`src/hdl/ips_pkg.sv`:
```
`default_nettype none
package ips_pkg;

    // Parameter defaults
    localparam int MAX_PENDING_DEF = 16;
    localparam int REASON_BITS_DEF = 8;

    // Fixed field widths
    localparam int OPCODE_W   = 3;
    localparam int REASON_W   = 8;
    localparam int COUNT_W    = 5;
    localparam int PERIOD_W   = 31;
    localparam int CD_W       = 32;
    localparam int CFG_IDX_W  = 2;
    localparam int CFG_DATA_W = 32;

    // Register reset values
    localparam logic [PERIOD_W-1:0] PERIOD_RESET = PERIOD_W'(1000);
    localparam logic [REASON_W-1:0] TREASON_RESET = REASON_W'(255);

    // Most negative countdown value
    localparam logic signed [CD_W-1:0] CD_MIN = {1'b1, {(CD_W-1){1'b0}}};

    typedef enum logic [OPCODE_W-1:0] {
        OP_RAISE   = 3'd0,
        OP_TICK    = 3'd1,
        OP_POP     = 3'd2,
        OP_SERVICE = 3'd3,
        OP_ENABLE  = 3'd4,
        OP_DISABLE = 3'd5
    } t_opcode;

    typedef enum logic [CFG_IDX_W-1:0] {
        CFG_TIMER_PERIOD = 2'd0,
        CFG_TIMER_REASON = 2'd1
    } t_cfg_reg;

    typedef enum logic [1:0] {
        ST_IDLE,
        ST_SCAN,
        ST_POP
    } t_state;

    typedef struct packed {
        logic [OPCODE_W-1:0] opcode;
        logic [REASON_W-1:0] reason;
    } t_item;

    typedef struct packed {
        logic [REASON_W-1:0] popped_reason;
        logic                popped_valid;
        logic                trap_request;
        logic                queued;
        logic [COUNT_W-1:0]  pending_count;
    } t_result;

endpackage
`default_nettype wire

```
`src/hdl/ips_store_ram.sv`:
```
`default_nettype none
module ips_store_ram #(
    parameter int DEPTH  = 16,
    parameter int ADDR_W = 4,
    parameter int DATA_W = 8
) (
    input  wire logic              i_clk,
    input  wire logic              i_we,
    input  wire logic [ADDR_W-1:0] i_waddr,
    input  wire logic [DATA_W-1:0] i_wdata,
    input  wire logic [ADDR_W-1:0] i_raddr,
    output logic      [DATA_W-1:0] o_rdata
);

    logic [DATA_W-1:0] r_mem [DEPTH];

    // One write port, one registered read port
    always_ff @(posedge i_clk) begin
        if (i_we) begin
            r_mem[i_waddr] <= i_wdata;
        end
        o_rdata <= r_mem[i_raddr];
    end

endmodule
`default_nettype wire

```
`src/hdl/interrupt_pending_stack.sv`:
```
`default_nettype none
// Pending interrupt stack: a last-in-first-out set of interrupt reasons without
// duplicates, with enable and handling flags and a tick countdown. An item is
// taken when start is high and busy is low. Its result shows on o_result for
// one cycle with o_strobe high. The result cannot be held off, so capture it
// in that cycle. Some items need no busy phase: busy stays low and the strobe
// follows in the next cycle. These are enable, disable, the unused opcodes,
// raises and ticks while interrupts are disabled, ticks that have not expired,
// pop or service of an empty stack, and raises or expiries into an empty or a
// full stack. Pop or service with an entry keeps busy high for one cycle (the
// registered read of the stack memory). A raise or timer expiry into a stack
// holding N entries (not full) scans the stack memory for a duplicate, one
// entry per cycle through its single read port. It stays busy until it finds
// a duplicate or has read all N entries; with no match it pushes the reason.
// Configuration writes are always taken (o_cfg_ready is high); write only
// while idle.
module interrupt_pending_stack #(
    parameter int MAX_PENDING = ips_pkg::MAX_PENDING_DEF,
    parameter int REASON_BITS = ips_pkg::REASON_BITS_DEF
) (
    input  wire logic                     i_clk,
    input  wire logic                     i_rst_n,
    input  wire logic                     start,
    output logic                          busy,
    input  wire ips_pkg::t_item           i_item,
    output logic                          o_strobe,
    output ips_pkg::t_result              o_result,
    input  wire logic                     i_cfg_valid,
    output logic                          o_cfg_ready,
    input  wire logic [ips_pkg::CFG_IDX_W-1:0]  i_cfg_index,
    input  wire logic [ips_pkg::CFG_DATA_W-1:0] i_cfg_data
);

    import ips_pkg::*;

    localparam int IDX_W = (MAX_PENDING > 1) ? $clog2(MAX_PENDING) : 1;
    localparam int CNT_W = $clog2(MAX_PENDING + 1);

    t_state                   r_state, n_state;
    logic [CNT_W-1:0]         r_total, n_total;
    logic [CNT_W-1:0]         r_idx, n_idx;
    logic                     r_handling, n_handling;
    logic                     r_enabled, n_enabled;
    logic signed [CD_W-1:0]   r_countdown, n_countdown;
    logic [PERIOD_W-1:0]      r_period, n_period;
    logic [REASON_W-1:0]      r_treason, n_treason;
    logic [REASON_BITS-1:0]   r_hold, n_hold;
    logic                     r_strobe, n_strobe;
    t_result                  r_result, n_result;

    logic signed [CD_W-1:0]   dec_cd;
    logic                     expired;
    logic [REASON_W-1:0]      push_r;
    logic [REASON_BITS-1:0]   push_s;
    logic [CNT_W-1:0]         top_idx;

    logic                     ram_we;
    logic [IDX_W-1:0]         ram_waddr;
    logic [REASON_BITS-1:0]   ram_wdata;
    logic [IDX_W-1:0]         ram_raddr;
    logic [REASON_BITS-1:0]   ram_rdata;

    ips_store_ram #(
        .DEPTH  (MAX_PENDING),
        .ADDR_W (IDX_W),
        .DATA_W (REASON_BITS)
    ) u_store (
        .i_clk   (i_clk),
        .i_we    (ram_we),
        .i_waddr (ram_waddr),
        .i_wdata (ram_wdata),
        .i_raddr (ram_raddr),
        .o_rdata (ram_rdata)
    );

    assign busy        = (r_state != ST_IDLE);
    assign o_strobe    = r_strobe;
    assign o_result    = r_result;
    assign o_cfg_ready = 1'b1;

    // Next state, stack access and result
    always_comb begin
        n_state     = r_state;
        n_total     = r_total;
        n_idx       = r_idx;
        n_handling  = r_handling;
        n_enabled   = r_enabled;
        n_countdown = r_countdown;
        n_period    = r_period;
        n_treason   = r_treason;
        n_hold      = r_hold;
        n_strobe    = 1'b0;
        n_result    = r_result;
        ram_we      = 1'b0;
        ram_waddr   = '0;
        ram_wdata   = r_hold;
        ram_raddr   = '0;

        // saturating countdown step
        dec_cd  = (r_countdown == CD_MIN) ? r_countdown : r_countdown - 1'b1;
        expired = dec_cd[CD_W-1] || (dec_cd == '0);
        push_r  = (i_item.opcode == OP_TICK) ? r_treason : i_item.reason;
        push_s  = REASON_BITS'(push_r);
        top_idx = r_total - 1'b1;

        // configuration writes
        if (i_cfg_valid) begin
            if (i_cfg_index == CFG_TIMER_PERIOD) begin
                n_period = i_cfg_data[PERIOD_W-1:0];
            end
            if (i_cfg_index == CFG_TIMER_REASON) begin
                n_treason = i_cfg_data[REASON_W-1:0];
            end
        end

        unique case (r_state)
            ST_IDLE: begin
                if (start) begin
                    n_result = '0;
                    unique case (i_item.opcode)
                        OP_RAISE, OP_TICK: begin
                            if (i_item.opcode == OP_TICK) begin
                                n_countdown = dec_cd;
                            end
                            if (!r_enabled || (i_item.opcode == OP_TICK && !expired)) begin
                                n_strobe = 1'b1;
                            end else if (r_total == '0) begin
                                // empty stack: no scan needed
                                ram_we                = 1'b1;
                                ram_waddr             = '0;
                                ram_wdata             = push_s;
                                n_total               = CNT_W'(1);
                                n_result.trap_request = !r_handling;
                                n_result.queued       = 1'b1;
                                n_strobe              = 1'b1;
                            end else if (r_total == CNT_W'(MAX_PENDING)) begin
                                // full: dropped
                                n_strobe = 1'b1;
                            end else begin
                                // start duplicate scan at entry 0
                                n_hold    = push_s;
                                ram_raddr = '0;
                                n_idx     = CNT_W'(1);
                                n_state   = ST_SCAN;
                            end
                        end
                        OP_POP, OP_SERVICE: begin
                            if (i_item.opcode == OP_SERVICE) begin
                                n_countdown = {1'b0, r_period};
                            end
                            if (r_total != '0) begin
                                ram_raddr = top_idx[IDX_W-1:0];
                                n_total   = top_idx;
                                if (i_item.opcode == OP_POP) begin
                                    n_handling = 1'b1;
                                end
                                n_state = ST_POP;
                            end else begin
                                if (i_item.opcode == OP_POP) begin
                                    n_handling = 1'b0;
                                end
                                n_strobe = 1'b1;
                            end
                        end
                        OP_ENABLE: begin
                            n_countdown = {1'b0, r_period};
                            n_enabled   = 1'b1;
                            n_strobe    = 1'b1;
                        end
                        OP_DISABLE: begin
                            n_enabled = 1'b0;
                            n_strobe  = 1'b1;
                        end
                        default: begin
                            n_strobe = 1'b1;
                        end
                    endcase
                    n_result.pending_count = COUNT_W'(n_total);
                end
            end
            ST_SCAN: begin
                // ram_rdata holds entry r_idx-1
                if (ram_rdata == r_hold) begin
                    n_result               = '0;
                    n_result.pending_count = COUNT_W'(r_total);
                    n_strobe               = 1'b1;
                    n_state                = ST_IDLE;
                end else if (r_idx == r_total) begin
                    ram_we                 = 1'b1;
                    ram_waddr              = r_total[IDX_W-1:0];
                    ram_wdata              = r_hold;
                    n_total                = r_total + 1'b1;
                    n_result               = '0;
                    n_result.queued        = 1'b1;
                    n_result.pending_count = COUNT_W'(n_total);
                    n_strobe               = 1'b1;
                    n_state                = ST_IDLE;
                end else begin
                    ram_raddr = r_idx[IDX_W-1:0];
                    n_idx     = r_idx + 1'b1;
                end
            end
            ST_POP: begin
                n_result               = '0;
                n_result.popped_reason = REASON_W'(ram_rdata);
                n_result.popped_valid  = 1'b1;
                n_result.pending_count = COUNT_W'(r_total);
                n_strobe               = 1'b1;
                n_state                = ST_IDLE;
            end
            default: begin
                n_state = ST_IDLE;
            end
        endcase
    end

    // Control state
    always_ff @(posedge i_clk) begin
        if (!i_rst_n) begin
            r_state     <= ST_IDLE;
            r_total     <= '0;
            r_idx       <= '0;
            r_handling  <= 1'b0;
            r_enabled   <= 1'b0;
            r_countdown <= '0;
            r_period    <= PERIOD_RESET;
            r_treason   <= TREASON_RESET;
            r_strobe    <= 1'b0;
        end else begin
            r_state     <= n_state;
            r_total     <= n_total;
            r_idx       <= n_idx;
            r_handling  <= n_handling;
            r_enabled   <= n_enabled;
            r_countdown <= n_countdown;
            r_period    <= n_period;
            r_treason   <= n_treason;
            r_strobe    <= n_strobe;
        end
    end

    // Payload
    always_ff @(posedge i_clk) begin
        r_hold   <= n_hold;
        r_result <= n_result;
    end

endmodule
`default_nettype wire

```
`config.mk`:
```
export PLATFORM = sky130hd
export DESIGN_NAME = interrupt_pending_stack
export DESIGN_NICKNAME = d
export VERILOG_FILES = /design/src/hdl/ips_pkg.sv /design/src/hdl/ips_store_ram.sv /design/src/hdl/interrupt_pending_stack.sv
export SDC_FILE = /design/constraint.sdc
export NUM_CORES = 1
export LEC_CHECK = 0
export ABC_AREA = 1
export BUFFER_PORTS_ARGS = -buffer_cell sky130_fd_sc_hd__buf_2
export CAP_MARGIN = 15
export CORE_ASPECT_RATIO = 1.2
export CORE_UTILIZATION = 55
export CTS_CLUSTER_SIZE = 8
export DETAILED_ROUTE_END_ITERATION = 7
export GPL_TIMING_DRIVEN = 0
export PLACE_DENSITY = 0.72
export SYNTH_ARGS = -nofsm -noshare
export SYNTH_HDL_FRONTEND = slang
export SYNTH_HIERARCHICAL = 1
export SYNTH_SLANG_ARGS = --single-unit
```
`constraint.sdc`:
```
create_clock -name i_clk -period 3.64 [get_ports i_clk]
set_input_delay 0.546 -clock i_clk [delete_from_list [all_inputs] [get_ports i_clk]]
set_output_delay 0.546 -clock i_clk [all_outputs]
set_load 0.02 [all_outputs]
```
# Word-level counts from Yosys, hierarchy flattened
# Memories as Yosys holds them, arrays and structs flattened. A register that Yosys moved wholly into a read port is not among the register bits.
# Cells that the tools add are included.
# classes
n_addsub	4
n_eq_ne	28
n_mux	72
bitwise	3
reduce_logical	29
# op_table
op	count
$mux W32	3
$pmux W32 S3	1
$mux W5	13
$mux W16	3
$mux W8	6
$pmux W16 S3	1
$eq A32 B32 Y1 const B	1
$logic_not A32 Y1	1
$mux W4	8
$sub A32 B1 Y32 const B	1
$pmux W5 S2	3
$mux W2	10
$ne A2 B2 Y1 const B	9
$mux W1	17
$ne A3 B3 Y1 const B	5
$add A5 B1 Y5 const B	2
$eq A8 B8 Y1	1
$pmux W2 S2	2
$pmux W4 S2	1
$reduce_and A4 Y1	2
$reduce_and A8 Y1	1
$reduce_and A7 Y1	1
$eq A3 B2 Y1 const B	2
$eq A3 B3 Y1 const B	2
other kinds (25)	40
# word_totals
regBits	110
ram_bits	128
input_bits	49
out_inout_bits	19
wordCells	152
mem_count	1
# memory_table
name	depth	width	read_ports	rd_ports_with_merged_regs	wr	line	source
u_store.r_mem	16	8	1	1	1	ips_store_ram.sv:15	logic [DATA_W-1:0] r_mem [DEPTH];

# Depth between registers and ports, before layout
# Gate-level depths: netlist of run 1.
# logic_depth
word_depth	13
depth_mapped	22
ltp_nobuf	22

# Modules after synthesis
# The synthesis of run 1 kept the hierarchy.
# modules_own_cells
module	instances	cells_per_inst	area_each_um2	seq_area_each_um2
interrupt_pending_stack	1	974	6560.0	2442.3
ips_store_ram	1	551	5766.8	4003.8

# Least setup slack after synthesis of run 1
# Ideal clock, no wire load.
# synth_timing
path_kind	reg-to-reg
startpoint	reg r_countdown[0]
endpoint	mem u_store.r_mem[12][0], enable pin
setup_time_ns	0.370
arrival_time_ns	2.886
required_time_ns	3.270
slack_ns	0.384
stages_incl_launch_ff	23
n_path_buf	2
period_less_slack_ns	3.256
path_cell_list	dfxtp_1 inv_2 ha_1 nand2_4 nor2_8 nand2_4 nor2_8 inv_4 buf_6 nand2_1 nand2_1 nor2_1 nand3_1 nor2_1 nand2_1 nand2_2 nand2_2 clkinv_2 nand3_4 buf_6 o21ai_1 nand3_1 nor2_1
# synth_via
elab_chain_cells	13
word_cells_on_any_way	14
cone_classes	1 x add/sub; 1 x eq/ne; 7 x mux; 5 x reduce/logical
# synth_rtl
item	line	source
start, declared	interrupt_pending_stack.sv:44	logic signed [CD_W-1:0] r_countdown, n_countdown;
start signal, assigned	interrupt_pending_stack.sv:235	r_countdown <= n_countdown;
$sub A32 B1 Y32 or $eq A32 B32 Y1 (tied branches)	interrupt_pending_stack.sv:100	dec_cd = (r_countdown == CD_MIN) ? r_countdown : r_countdown - 1'b1;
$mux W32 *	interrupt_pending_stack.sv:100	
$logic_not A32 Y1	interrupt_pending_stack.sv:101	expired = dec_cd[CD_W-1] || (dec_cd == '0);
$logic_or A1 B1 Y1 *	interrupt_pending_stack.sv:101	
$logic_not A1 Y1 *	interrupt_pending_stack.sv:125	if (!r_enabled || (i_item.opcode == OP_TICK && !expired)) begin
$logic_and A1 B1 Y1 *	interrupt_pending_stack.sv:125	
$logic_or A1 B1 Y1 *	interrupt_pending_stack.sv:125	
$mux W1 *	interrupt_pending_stack.sv:125	
$mux W1 *	interrupt_pending_stack.sv:120	unique case (i_item.opcode)
$mux W1 *	interrupt_pending_stack.sv:118	if (start) begin
$pmux W1 S2 *	interrupt_pending_stack.sv:116	unique case (r_state)
via ram_we	interrupt_pending_stack.sv:57	logic ram_we;
$mux W1 *	ips_store_ram.sv:19	if (i_we) begin
$mux W1 (implied by the code) *	ips_store_ram.sv:20	r_mem[i_waddr] <= i_wdata;
end, declared	ips_store_ram.sv:15	
# Mark *: on every way through the listed nets, which the timed path passes. The rest lies on a longest branch.

# Worst setup path in the final report of run 1
# Same ends and word-level chain as after synthesis.

==> flow_metrics.tcl, run 1 <==
set metrics [dict create \
    post-layout-total-power_uw 9900 \
    final_min_period_over_clock_period_pct 96.4 \
    timing.critical_path.from_type "register" \
    routed_wl_um 35100 \
    dominant_combinational_cell_family_by_area_after_synthesis "simple AND/OR/NAND/NOR gates" \
    final_total_negative_setup_slack_ns 0 \
    syn_inst 1525 \
    fp.dieArea_um2 23000 \
    hold_depth 3 \
    power.static_leakage_uw 0.00633 \
    drc_errors 1 \
    power.internal_uw 6220 \
    timing.hold.worst_endpoint "r_period[25]" \
    largest_net_degree_at_the_start_of_global_routing 17 \
    synth_simple_gate_area_share_pct 28.7 \
    report.final.hold_viol_count 0 \
    preCtsSetupSlack_ns -0.599 \
    cp_max_fo 10 \
    cts.htree.levels 2 \
    ir_drop_worst_case_vdd_uv 478 \
    num-nets-final 1709 \
    report.final.setup_viol 0 \
    start_util_pct 56.4 \
    cp.buffers_inverters 7 \
    initial_antenna_violation_count 0 \
    num_io_pins 68 \
    synth_cell_type_count 47 \
    netlist.area_leader.share_pct 37.0 \
    violations_in_the_final_reports "DRC" \
    worst-r2r-cell-count 24 \
    port-buffer-count 64 \
    cpPeakStageDelay_ns 0.33 \
    ys_ff_latch 246 \
    sequential_element_share_of_the_synthesized_area_pct 52.3 \
    number_of_cts_inserted_buffers 36 \
    maxSlewHeadroom_pct 51.1 \
    power_density_relative_to_cell_area_nw_per_um2 681 \
    holdWs_ns 0.274 \
    synth_async_sr_flop_share_pct 0 \
    yosys_warnings 6 \
    post_synth_adder_cell_area_pct 1.12 \
    r2r-end "u_store/r_mem[12][0]" \
    worstSkewPairLatency_ns 0.50 \
    dr.pass1.iters 7 \
    synth_compound_area_share_pct 7.50 \
    timing.final.crit_period_ns 3.51 \
    diodes 0 \
    die_height_um 166 \
    critical_path.reg2reg.startpoint "r_countdown[0]" \
    critical_path_class "reg2reg" \
    synth-xor-area-share_pct 1.14 \
    fp-row-count 59 \
    tritoncts_num_sinks 246 \
    path_clk_slew_ns 0.05 \
    cp_data_required_time_ns 3.85 \
    result_of_the_run "finished, violations left" \
    yosys-top-cells-area "edfxtp_1, dfxtp_1, nand2_1, nand3_1, inv_1" \
    clk_root_buffer_cell "clkbuf_16" \
    power_frac_comb_pct 34.6 \
    power.net_switching_uw 3690 \
    via_count 10700 \
    reg2reg_setup_slack_ns 0.13 \
    wire_length_of_the_first_global_routing_pass_um 54400 \
    area_delta_synth_final_pct 17.9 \
    post-synth-top-count-cell "nand2_1" \
    synth_largest_area_cell "edfxtp_1" \
    ys_dominant_reg_cell "edfxtp_1" \
    report.final.slew_viol_count 0 \
    timing.critical_path.mode_cell "nand2_1" \
    pwr-share-seq_pct 35.6 \
    post_synth_most_frequent_cells "nand2_1, inv_1, nor2_1, nand3_1, edfxtp_1" \
    drt.antenna.violating_nets 0 \
    worst_hold_path_type "in2reg" \
    grt_setup_unrepaired "false" \
    drv.max_cap_violation_count 0 \
    power.clock.fraction_pct 29.8 \
    critical-path-slowest-cell "dfxtp_1" \
    layout_setup_ws_ns 0.130 \
    mappedNetlistNets 1585 \
    worst_setup_path_end_kind "register" \
    num-fill-cells 1890 \
    synth.mux.area_fraction_pct 0.731 \
    timing.hold.worst.start "i_cfg_data[25]" \
    cts.path.max_buffers 3 \
    number_of_enable_type_register_cells_in_the_synthesized_netlist 152 \
    synth_area_per_cell_um2 8.08 \
    fraction_of_final_layout_cells_with_drive_strength_greater_than_1_pct 15.1 \
    final_core_utilization_pct 66.5 \
    skew_ns 0.0153 \
    worstPathArrival_ns 3.72 \
    critical_path.cell_chain "inv_2 -> ha_4 -> nand2_8 -> nor2_8 -> nand2_4 -> nor2_8 -> inv_4 -> buf_6 -> nand2_1 -> nand2_1 -> nor2_2 -> nand3_2 -> nor2_1 -> nand2_1 -> nand2_2 -> nand2_4 -> clkinv_2 -> nand3_4 -> buf_12 -> o21ai_4 -> buf_4 -> nand3_4 -> nor2_4 -> buf_4" \
    floorplan.die.width_um 139 \
    place.detailed.hpwl_um 25600 \
    worst-slew-pin-transition_ns 0.732 \
    detail_route.vias_per_cell 5.53 \
    routedWlPerCell_um 18.1 \
    cts_tree "done" \
    gr-total-overflow 0 \
    detail_route.iter0.violations 831 \
    finalWeightedCongestion 1.03 \
    synth.cell_area_um2 12300 \
    fmax_mhz 285 \
    core-area_um2 21900 \
    number_of_global_route_vias_before_repair 10300 \
    cpLargestDelayFamily "simple AND/OR/NAND/NOR gates" \
    swShare_pct 37.2 \
    grt_use_total_pct 30.9 \
]
[worst max-delay path by stage]
stage              startpoint                    to  cells past startpoint
4_1_cts        r_countdown[1]   u_store/r_mem[6][0]                     23
3_3_place_gp   r_countdown[9]  u_store/r_mem[13][3]                     20
5_1_grt        r_countdown[1]  u_store/r_mem[14][1]                     24
3_5_place_dp   r_countdown[9]  u_store/r_mem[13][7]                     20
6_report       r_countdown[0]  u_store/r_mem[12][0]                     24
2_1_floorplan  r_countdown[0]  u_store/r_mem[12][0]                     22
[state kept, by name, indices dropped and copies added, names as in the netlist, 5 cells and up]
register	count
o_result	16
r_countdown	32
r_hold	8
r_idx	5
r_period	31
r_total	5
r_treason	8
u_store/o_rdata	8
u_store/r_mem	128
[layer usage]
metal	up-vias	track usage [%]	share of wire, %
li1	5244	-	-
met1	4969	35.4	38
met2	414	56.5	51
met3	94	4.04	5.9
met4	0	15.5	4.6
met5	-	0	0
[through the flow]
| step | cells | area, um^2 |
|---|---|---|
| floorplan | 1525 | 12300 |
| global placement | 1863 | 13000 |
| detailed placement | 1863 | 13000 |
| CTS | 1925 | 14300 |
| global route | 1938 | 14500 |
| finish | 1938 | 14500 |
[worst reg2reg max path: stages, from the launching register on]
cell	delay, ns
dfxtp_1	0.33
inv_2	0.10
ha_4	0.19
nand2_8	0.09
nor2_8	0.17
nand2_4	0.08
nor2_8	0.12
inv_4	0.07
buf_6	0.15
nand2_1	0.06
nand2_1	0.07
nor2_2	0.13
nand3_2	0.11
nor2_1	0.11
nand2_1	0.08
nand2_2	0.10
nand2_4	0.08
clkinv_2	0.07
nand3_4	0.11
buf_12	0.17
o21ai_4	0.17
buf_4	0.15
nand3_4	0.16
nor2_4	0.20
buf_4	0.15
[area by class of cell]
class                      count  area (um^2)  area share, %
buffer                        61          340           2.34
tap                          274          343           2.36
multi-input combinational   1027         5130           35.3
clock buffer                  53          986           6.78
timing repair buffer          86          569           3.92
sequential                   246         6450           44.3
inverter                     191          721           4.96
[logic make-up (layout without fill, tap and decap cells)]
group / after synthesis / after routing
compound gates: 167 / 167
buf+inv: 252 / 391
mux: 8 / 8
other cells: 1 / 1
xor+xnor: 16 / 16
flops: 246 / 246
fa+ha+maj: 11 / 11
simple gates: 824 / 824
[power by group through the flow]
stage	Clock [uW]	Combinational, uW	Sequential [uW]
6_report	2950	3430	3530
5_1_grt	3100	3800	3550
3_5_place_dp	0	3140	3560
4_1_cts	2990	3210	3510
2_1_floorplan	0	2180	3590
3_3_place_gp	0	3110	3550
[layout by cell type, fill, tap and decap left out, drive strengths merged, types with 8 or more instances in the layout]
| cell | n |
|---|---|
| ha | 11 |
| mux2 | 8 |
| nor2 | 188 |
| xor2 | 14 |
| nand3 | 172 |
| edfxtp | 152 |
| o21ai | 99 |
| nand2 | 429 |
| inv | 188 |
| a31oi | 32 |
| a21oi | 20 |
| clkbuf | 86 |
| buf | 114 |
| dfxtp | 94 |
| nand4 | 11 |
[repair_timing]
| item | CTS | global route |
|---|---|---|
| setup buffers | 9 | 12 |
| hold buffers | 0 | 0 |
| pin swaps | 10 | 14 |
| setup endpoints to repair | 233 | 264 |
| resized for setup | 43 | 48 |
| cloned | 0 | 1 |
(Power assumes the default switching activity.)
==> run 2, diff against run 1 <==
--- a/config.mk
+++ b/config.mk
@@ -5,7 +5,6 @@
 export SDC_FILE = /design/constraint.sdc
 export NUM_CORES = 1
 export LEC_CHECK = 0
-export ABC_AREA = 1
 export BUFFER_PORTS_ARGS = -buffer_cell sky130_fd_sc_hd__buf_2
 export CAP_MARGIN = 15
 export CORE_ASPECT_RATIO = 1.2
==> flow_metrics.tcl, run 2 <==
set metrics [dict create \
    synth_cell_type_count 73 \
    grt_use_total_pct 31.2 \
    fmax_mhz 241 \
    drv.max_cap_violation_count 0 \
    yosys_warnings 6 \
    largest_net_degree_at_the_start_of_global_routing 17 \
    area_delta_synth_final_pct 21.3 \
    power_density_relative_to_cell_area_nw_per_um2 493 \
    top_register "u_store/r_mem" \
    worstSkewPairLatency_ns 0.51 \
    mappedNetlistNets 1114 \
    critical_path.endpoint "u_store/r_mem[0][5]" \
    report.final.setup_viol 269 \
    number_of_global_route_vias_before_repair 9186 \
    power.static_leakage_uw 0.00501 \
    report.final.hold_viol_count 0 \
    fraction_of_final_layout_cells_with_drive_strength_greater_than_1_pct 20.2 \
    cts_tree "done" \
    cpPeakStageDelay_ns 0.57 \
    timing.final.crit_period_ns 4.15 \
    gr-total-overflow 0 \
    synth_largest_area_cell "edfxtp_1" \
    cpLargestDelayFamily "simple AND/OR/NAND/NOR gates" \
    reg2reg_setup_slack_ns -0.51 \
    final_min_period_over_clock_period_pct 114 \
    routedWlPerCell_um 22.7 \
    cts.path.max_buffers 3 \
    number_of_enable_type_register_cells_in_the_synthesized_netlist 152 \
    num-nets-final 1256 \
    worstPathArrival_ns 4.36 \
    synth_area_per_cell_um2 11.0 \
    number_of_cts_inserted_buffers 36 \
    die_height_um 161 \
    critical_path.reg2reg.startpoint "r_countdown[16]" \
    post_synth_most_frequent_cells "edfxtp_1, nand2_1, dfxtp_1, nor2_1, a21oi_1" \
    skew_ns 0.0182 \
    core-area_um2 20500 \
    ys_dominant_reg_cell "edfxtp_1" \
    startpoint "r_countdown[16]" \
    largest_register_ff_count 128 \
    cts.htree.levels 2 \
    ff_latch_area_um2 6450 \
    grt_setup_unrepaired "true" \
    mostFrequentLayoutCell "edfxtp_1" \
    result_of_the_run "finished, violations left" \
    fp-row-count 57 \
    timing.critical_path.from_type "register" \
    finalWeightedCongestion 0.985 \
    drc_errors 0 \
    tritoncts_num_sinks 246 \
    dr.pass1.iters 5 \
    netlist.area_leader.share_pct 39.3 \
    yosys-top-cells-area "edfxtp_1, dfxtp_1, nand2_1, a21oi_1, mux4_2" \
    worst_setup_path_end_kind "register" \
    critical-path-slowest-cell "or4_4" \
    cp_data_required_time_ns 3.85 \
    layout_setup_ws_ns -0.513 \
    cp.buffers_inverters 1 \
    critical_path.cell_chain "or4_4 -> or4_4 -> o211ai_1 -> xor2_2 -> o211ai_1 -> nor4_4 -> a21oi_4 -> nor3_4 -> or2_4 -> or3b_4 -> nor3_4 -> buf_12" \
    violations_in_the_final_reports "setup timing" \
    clk_root_buffer_cell "clkbuf_16" \
    post-synth-top-count-cell "edfxtp_1" \
    mostFrequentLayoutCells "edfxtp_1, nand2_1, dfxtp_1" \
    ys_ff_latch 246 \
    ir_drop_worst_case_vdd_uv 627 \
    start_util_pct 56.7 \
    final_core_utilization_pct 68.8 \
    worst_hold_path_type "in2reg" \
    report.final.slew_viol_count 0 \
    cp_num_cells 12 \
    num-fill-cells 1483 \
    sequential_element_share_of_the_synthesized_area_pct 55.6 \
    path_clk_slew_ns 0.05 \
    post-layout-total-power_uw 6930 \
    synth.cell_area_um2 11600 \
    r2r-end "u_store/r_mem[0][5]" \
    routed_wl_um 33600 \
    worst-r2r-cell-count 12 \
    reg.largest.list "u_store/r_mem x128, r_countdown x32, r_period x31" \
    detail_route.iter0.violations 1098 \
    diodes 0 \
    cp_max_fo 8 \
    syn_inst 1054 \
    via_count 9362 \
    place.detailed.hpwl_um 22400 \
    worst-slew-pin-transition_ns 1.05 \
    critical_path_class "reg2reg" \
    port-buffer-count 63 \
    wire_length_of_the_first_global_routing_pass_um 50700 \
    drt.antenna.violating_nets 0 \
    multiInputGateArea_um2 5130 \
    floorplan.die.width_um 135 \
    initial_antenna_violation_count 0 \
    num_io_pins 68 \
    detail_route.vias_per_cell 6.32 \
    holdBufCountCts 0 \
    synth_async_sr_flop_share_pct 0 \
    maxSlewHeadroom_pct 29.4 \
    fp.dieArea_um2 21700 \
]
-- run 2: worst min-delay path by stage --
stage | cells past startpoint | slack, ns | endpoint | from
finish | 3 | 0.29 | r_period[16] | i_cfg_data[16]
detailed placement | 2 | 0.45 | r_period[28] | r_period[28]
floorplan | 2 | 0.43 | r_period[26] | r_period[26]
global route | 3 | 0.29 | r_period[16] | i_cfg_data[16]
global placement | 2 | 0.44 | r_period[28] | r_period[28]
CTS | 3 | 0.29 | r_period[18] | i_cfg_data[18]
-- run 2: tightest hold or removal path, cell delays in order --
cell and delay (ns):
buf_2 0.09, nand2_1 0.05, a21oi_1 0.05
-- run 2: logic make-up (layout without fill, tap and decap cells) --
| kind of cell | Yosys count | after routing | synth area share (%) |
|---|---|---|---|
| AO/OA/AOI/OAI | 228 | 228 | 12.2 |
| XOR/XNOR | 28 | 28 | 2.11 |
| adder cells (fa/ha/maj) | 11 | 11 | 1.19 |
| buffers and inverters | 83 | 245 | 3.14 |
| flip-flops | 246 | 246 | 55.6 |
| multiplexers | 51 | 52 | 8.74 |
| other | 1 | 1 | 0.0323 |
| AND/OR/NAND/NOR | 406 | 406 | 17.0 |
-- run 2: where the power goes --
group          switching (uW)  leakage [uW]  total (uW)  internal [uW]
registers                56.2       0.00216        3050           2990
clock network            1160      0.000480        2990           1830
logic                     549       0.00238         894            344
total                    1770       0.00501        6930           5170
-- run 2: area by class of cell --
| cell class | instances | area share, % |
|---|---|---|
| Sequential cell | 246 | 45.9 |
| Multi-Input combinational cell | 726 | 36.4 |
| Clock buffer | 57 | 6.96 |
| Timing Repair Buffer | 106 | 5.59 |
| Tap cell | 265 | 2.36 |
| Buffer | 61 | 2.11 |
| Inverter | 19 | 0.507 |
| Clock inverter | 2 | 0.178 |
-- run 2: per-stage QoR --
step	instance area (um^2)	setup TNS, ns	hold slack, ns	std cells	setup WS, ns
2_1_floorplan	11800	-81.63	0.432	1054	-0.709
3_3_place_gp	12400	-318.41	0.444	1382	-1.71
3_5_place_dp	12400	-332.66	0.449	1383	-1.79
4_1_cts	13900	-63.20	0.285	1475	-0.476
5_1_grt	14100	-88.17	0.294	1482	-0.585
6_report	14100	-72.78	0.293	1482	-0.513
-- run 2: per-layer routing --
metal | track usage (%) | routed length, um
met3 | 4.74 | 2470
met1 | 38.9 | 12800
met5 | 0 | 0
met4 | 15.4 | 1550
met2 | 52.9 | 16700
-- run 2: repair_timing --
action,CTS,global route
endpoints found under the setup margin,281,279
buffers inserted,35,8
pin swaps,26,16
gates cloned,0,1
resized for setup,38,16
